$ cat src/rtl/atw_pkg.sv
// ----------------------------------------------------------------------------
// atw_pkg: shared types and constants of the affine texture walker
// Operation codes, register indexes, field widths and the status word that
// the back end returns to the front end.
// ----------------------------------------------------------------------------
package atw_pkg;

	// input and output word field widths
	localparam int OP_W       = 2;
	localparam int TEX_IN_W   = 17;
	localparam int TEXEL_W    = 2;
	localparam int COLOR_W    = 8;
	localparam int ROW_W      = 8;

	// configuration port
	localparam int CFG_IDX_W  = 3;
	localparam int COORD_W    = 32;

	// 16.16 coordinates, 256 texture columns
	localparam int FRAC_W     = 16;
	localparam int TEX_COL_W  = 8;
	localparam int TEX_COLS   = 256;

	// width used to range-check a load address against the store size
	localparam int LOAD_CMP_W = 20;
	// width of the wrapped texture row sum
	localparam int TROW_SUM_W = 11;

	// scroll advance per frame
	localparam logic [ROW_W-1:0] SCROLL_STEP   = 8'd4;
	localparam logic [ROW_W-1:0] END_ROW_RESET = 8'd240;

	// queue between front and back
	localparam int QUEUE_DEPTH = 4;
	localparam int QPTR_W      = 2;

	typedef logic [OP_W-1:0] op_t;
	localparam op_t OP_LOAD  = 2'd0;
	localparam op_t OP_FRAME = 2'd1;
	localparam op_t OP_PIXEL = 2'd2;

	typedef logic [CFG_IDX_W-1:0] cfg_idx_t;
	localparam cfg_idx_t CFG_STEP_X    = 3'd0;
	localparam cfg_idx_t CFG_STEP_Y    = 3'd1;
	localparam cfg_idx_t CFG_ORIGIN_X  = 3'd2;
	localparam cfg_idx_t CFG_ORIGIN_Y  = 3'd3;
	localparam cfg_idx_t CFG_FIRST_ROW = 3'd4;
	localparam cfg_idx_t CFG_END_ROW   = 3'd5;

	// back end status seen by the front end
	typedef struct packed {
		logic clearing;
	} back_status_t;

endpackage

$ cat src/rtl/atw_queue.sv
// ----------------------------------------------------------------------------
// atw_queue: short work queue between front and back end
// Register-based FIFO of QUEUE_DEPTH words; full and valid come from a
// registered count.
// ----------------------------------------------------------------------------
module atw_queue #(
	parameter type item_t = logic
) (
	input  logic  clk,
	input  logic  arst_n,
	input  logic  push,
	input  item_t push_item,
	output logic  full,
	input  logic  pop,
	output logic  head_valid,
	output item_t head
);
	import atw_pkg::*;

	item_t               entries_q [QUEUE_DEPTH];
	logic [QPTR_W-1:0]   wr_ptr_q;
	logic [QPTR_W-1:0]   rd_ptr_q;
	logic [QPTR_W:0]     count_q;

	assign full       = (count_q == (QPTR_W+1)'(QUEUE_DEPTH));
	assign head_valid = (count_q != '0);
	assign head       = entries_q[rd_ptr_q];

	// storage
	always_ff @(posedge clk) begin
		if (push) begin
			entries_q[wr_ptr_q] <= push_item;
		end
	end

	// pointers and fill count
	always_ff @(posedge clk or negedge arst_n) begin
		if (!arst_n) begin
			wr_ptr_q <= '0;
			rd_ptr_q <= '0;
			count_q  <= '0;
		end else begin
			if (push) begin
				wr_ptr_q <= wr_ptr_q + 1'b1;
			end
			if (pop) begin
				rd_ptr_q <= rd_ptr_q + 1'b1;
			end
			case ({push, pop})
				2'b10:   count_q <= count_q + 1'b1;
				2'b01:   count_q <= count_q - 1'b1;
				default: count_q <= count_q;
			endcase
		end
	end

endmodule

$ cat config.mk
export PLATFORM = sky130hd
export DESIGN_NAME = atw_queue
export DESIGN_NICKNAME = d
export VERILOG_FILES = /design/src/rtl/atw_pkg.sv /design/src/rtl/atw_queue.sv
export SDC_FILE = /design/constraint.sdc
export NUM_CORES = 1
export LEC_CHECK = 0
export ABC_CLOCK_PERIOD_IN_PS = 1890
export BUFFER_PORTS_ARGS = -buffer_cell sky130_fd_sc_hd__buf_2
export CELL_PAD_IN_SITES_DETAIL_PLACEMENT = 0
export CELL_PAD_IN_SITES_GLOBAL_PLACEMENT = 1
export CORE_AREA = 2 2 39 41
export CTS_CLUSTER_SIZE = 30
export DETAILED_ROUTE_END_ITERATION = 8
export DIE_AREA = 0 0 41 43
export PLACE_DENSITY = 0.8
export SLEW_MARGIN = 20
export SYNTH_ARGS = -nofsm -noshare
export SYNTH_HDL_FRONTEND = slang
export SYNTH_SLANG_ARGS = --single-unit
$ cat constraint.sdc
create_clock -name clk -period 1.89 [get_ports clk]
set_clock_uncertainty 0.05 [all_clocks]
set_input_delay 0.2835 -clock clk [delete_from_list [all_inputs] [get_ports clk]]
set_output_delay 0.2835 -clock clk [all_outputs]
set_load 0.05 [all_outputs]
==> results_dict.tcl <==
set metrics [dict create \
    total_power_mw 0.988 \
    worstRegToRegCells 4 \
    final_area_sq_um 627 \
    hold_start "pop" \
    fp.coreArea_sq_um 1380 \
    cts_buffers 3 \
    row_count 14 \
    worst_slew_pin_slew_ns 0.249 \
    yosysTopAreaCellShare_pct 33.0 \
    leakage_nw 0.281 \
    cp_data_required_time_ns 1.56 \
    cts_tree "yes" \
    start_kind "flip-flop" \
    placed_area_sq_um 591 \
    synth_area_leaders "dfrtp_1 (33%), edfxtp_1 (23%), ha_1 (12%)" \
    setup_tns_ns 0 \
    diodes 0 \
    post-route-min-period_ns 1.74 \
    globalplace.congestion 0.645 \
    wirelength_um 736 \
    ys_seq_area_share_pct 55.7 \
    crit_start "rd_ptr_q[0]$_DFFE_PN0P_" \
    synth.largest_area_cell "dfrtp_1" \
    grt_overflow 0 \
    critical_path_class "reg2out" \
    drc 0 \
    initial_core_util_pct 38.3 \
    intPower_mw 0.594 \
    wire_per_inst_um 11.2 \
    critPathCaptureType "output pin" \
    synth_seq_cells 11 \
    drive_gt1_share_pct 26.0 \
    layout.nets 62 \
    pin_count 8 \
    holdPathStages 2 \
    synth_cell_type_count 15 \
    cts-resized-gates 0 \
    critPathMaxFanout 3 \
    maxSlewViolCount 0 \
    synth_area_sq_um 531 \
    grt_pass1_vias 301 \
    clockRootBuffer "clkbuf_4" \
    via_per_inst 4.45 \
    grt_pass1_wl_mm 1.24 \
    clk_pin_slew_ns 0.07 \
    ant_nets 0 \
    switching_power_mw 0.394 \
    firstDrtPassIters 1 \
    syn_avg_cell_area_sq_um 14.0 \
    peakVddDrop_mv 0.534 \
    fin_cells 66 \
    setup_viol 0 \
    r2r_slack_ns 0.48 \
    dieArea_sq_um 1760 \
    grt_max_degree 9 \
    rsz0062_at_grt "false" \
    antenna_found_initial 0 \
    async_flop_share_pct 63.6 \
    p_per_area_nw_per_um2 1580 \
    netlist_instances 38 \
    r2r-start "count_q[0]$_DFFE_PN0P_" \
    seqPwrFrac_pct 44.0 \
    p_clk_share_pct 16.8 \
    hold_class "in2reg" \
    cts_htree_levels 1 \
    status "finished, final reports clean" \
    place_inst 61 \
    timing.slew.headroom_pct 83.5 \
    hold_viol_final 0 \
    max_cap_viol_count 0 \
    swShare_pct 39.9 \
    synth_nets 49 \
    max_freq_mhz 573 \
    die_height_um 43 \
    die_w_um 41 \
    clock_latency_ns 0.27 \
    num_vias 294 \
    clock_path_buffers 2 \
    drt_iter0_drc 0 \
    combinationalPowerShare_pct 39.2 \
    hold_end "rd_ptr_q[0]$_DFFE_PN0P_" \
    arrival_ns 1.41 \
    ys.flop_type "dfrtp_1" \
    min_period_over_period_pct 92.3 \
    grt_usage_pct 11.1 \
    dp_hpwl_um 570 \
    port-buffer-count 7 \
    cts_sinks 11 \
    ys_warn_count 0 \
    synth-edff-count 4 \
    r2r_end "count_q[2]$_DFFE_PN0P_" \
    areaGrowthSynthToFinish_pct 18.2 \
]
[critical path, cell delays in order (launching register included)]
cell	delay [ns]
dfrtp_1	0.41
mux4_2	0.50
buf_2	0.22
[worst max path at each step]
stage,to,slack [ns],cells past startpoint
floorplan,full,0.45,1
global placement,count_q[2]$_DFFE_PN0P_,0.27,7
detailed placement,count_q[2]$_DFFE_PN0P_,0.25,7
CTS,head,0.12,2
global route,head,0.1,2
finish,head,0.15,2
[area by class of cell]
class / instances / area, sq um
Fill cell: 134 / 757
Clock buffer: 4 / 26.3
Timing Repair Buffer: 8 / 45.0
Multi-Input combinational cell: 24 / 229
Sequential cell: 11 / 295
Tap cell: 16 / 20.0
Inverter: 3 / 11.3
[per-layer routing]
layer  GRT usage, %  part of all wire, %
met1           13.9                   49
met2           13.8                   44
met3           4.71                  5.4
met4           10.0                  1.6
met5              0                    0
[per-stage QoR]
| step | hold slack [ns] | utilization [%] | setup slack (ns) |
|---|---|---|---|
| floorplan | -0.0621 | - | 0.448 |
| CTS | 0.168 | 45.3 | 0.120 |
| global placement | 0.0723 | 42.7 | 0.270 |
| detailed placement | 0.0773 | 42.7 | 0.249 |
| finish | 0.172 | 45.3 | 0.146 |
| global route | 0.170 | 45.3 | 0.0959 |
[layout by cell type, fill, tap and decap left out]
cell,n
nand2_1,2
o21ai_0,1
inv_1,3
mux2_2,1
dfrtp_1,7
nor3b_2,1
clkbuf_1,1
mux4_2,1
and2_1,4
edfxtp_1,4
nor2_1,1
fa_1,1
xnor2_1,3
or3_1,1
xor2_1,3
buf_2,7
clkbuf_4,3
ha_1,5
dlygate4sd3_1,1
[flip-flops by register name, summed over array words and instances (netlist names)]
name and count:
rd_ptr_q 2, entries_q 4, count_q 3, wr_ptr_q 2
[repair_timing]
item / 4_1_cts / 5_1_grt
buffers inserted: 0 / 0
hold endpoints to repair: 7 / 0
hold buffers: 1 / 0
[cells in the mapped netlist, types with 2 or more instances]
cell type and n:
and2_1 4, inv_1 3, edfxtp_1 4, ha_1 5, xnor2_1 3, nand2_1 2, dfrtp_1 7, xor2_1 3
[cells by family after synthesis]
group / Yosys count / synth area share, %
compound gates: 1 / 0.942
xor+xnor: 6 / 9.91
fa+ha+maj: 6 / 15.6
buf+inv: 3 / 2.12
flops: 11 / 55.7
mux: 2 / 6.37
simple gates: 9 / 9.43
[power groups by stage]
stage	clock network (mW)	logic, mW	registers (mW)
6_report	0.166	0.387	0.434
3_5_place_dp	0	0.390	0.444
3_3_place_gp	0	0.378	0.440
4_1_cts	0.172	0.395	0.439
5_1_grt	0.181	0.427	0.451
2_1_floorplan	0	0.318	0.421
Note: power is estimated with default switching activity, not from simulation.
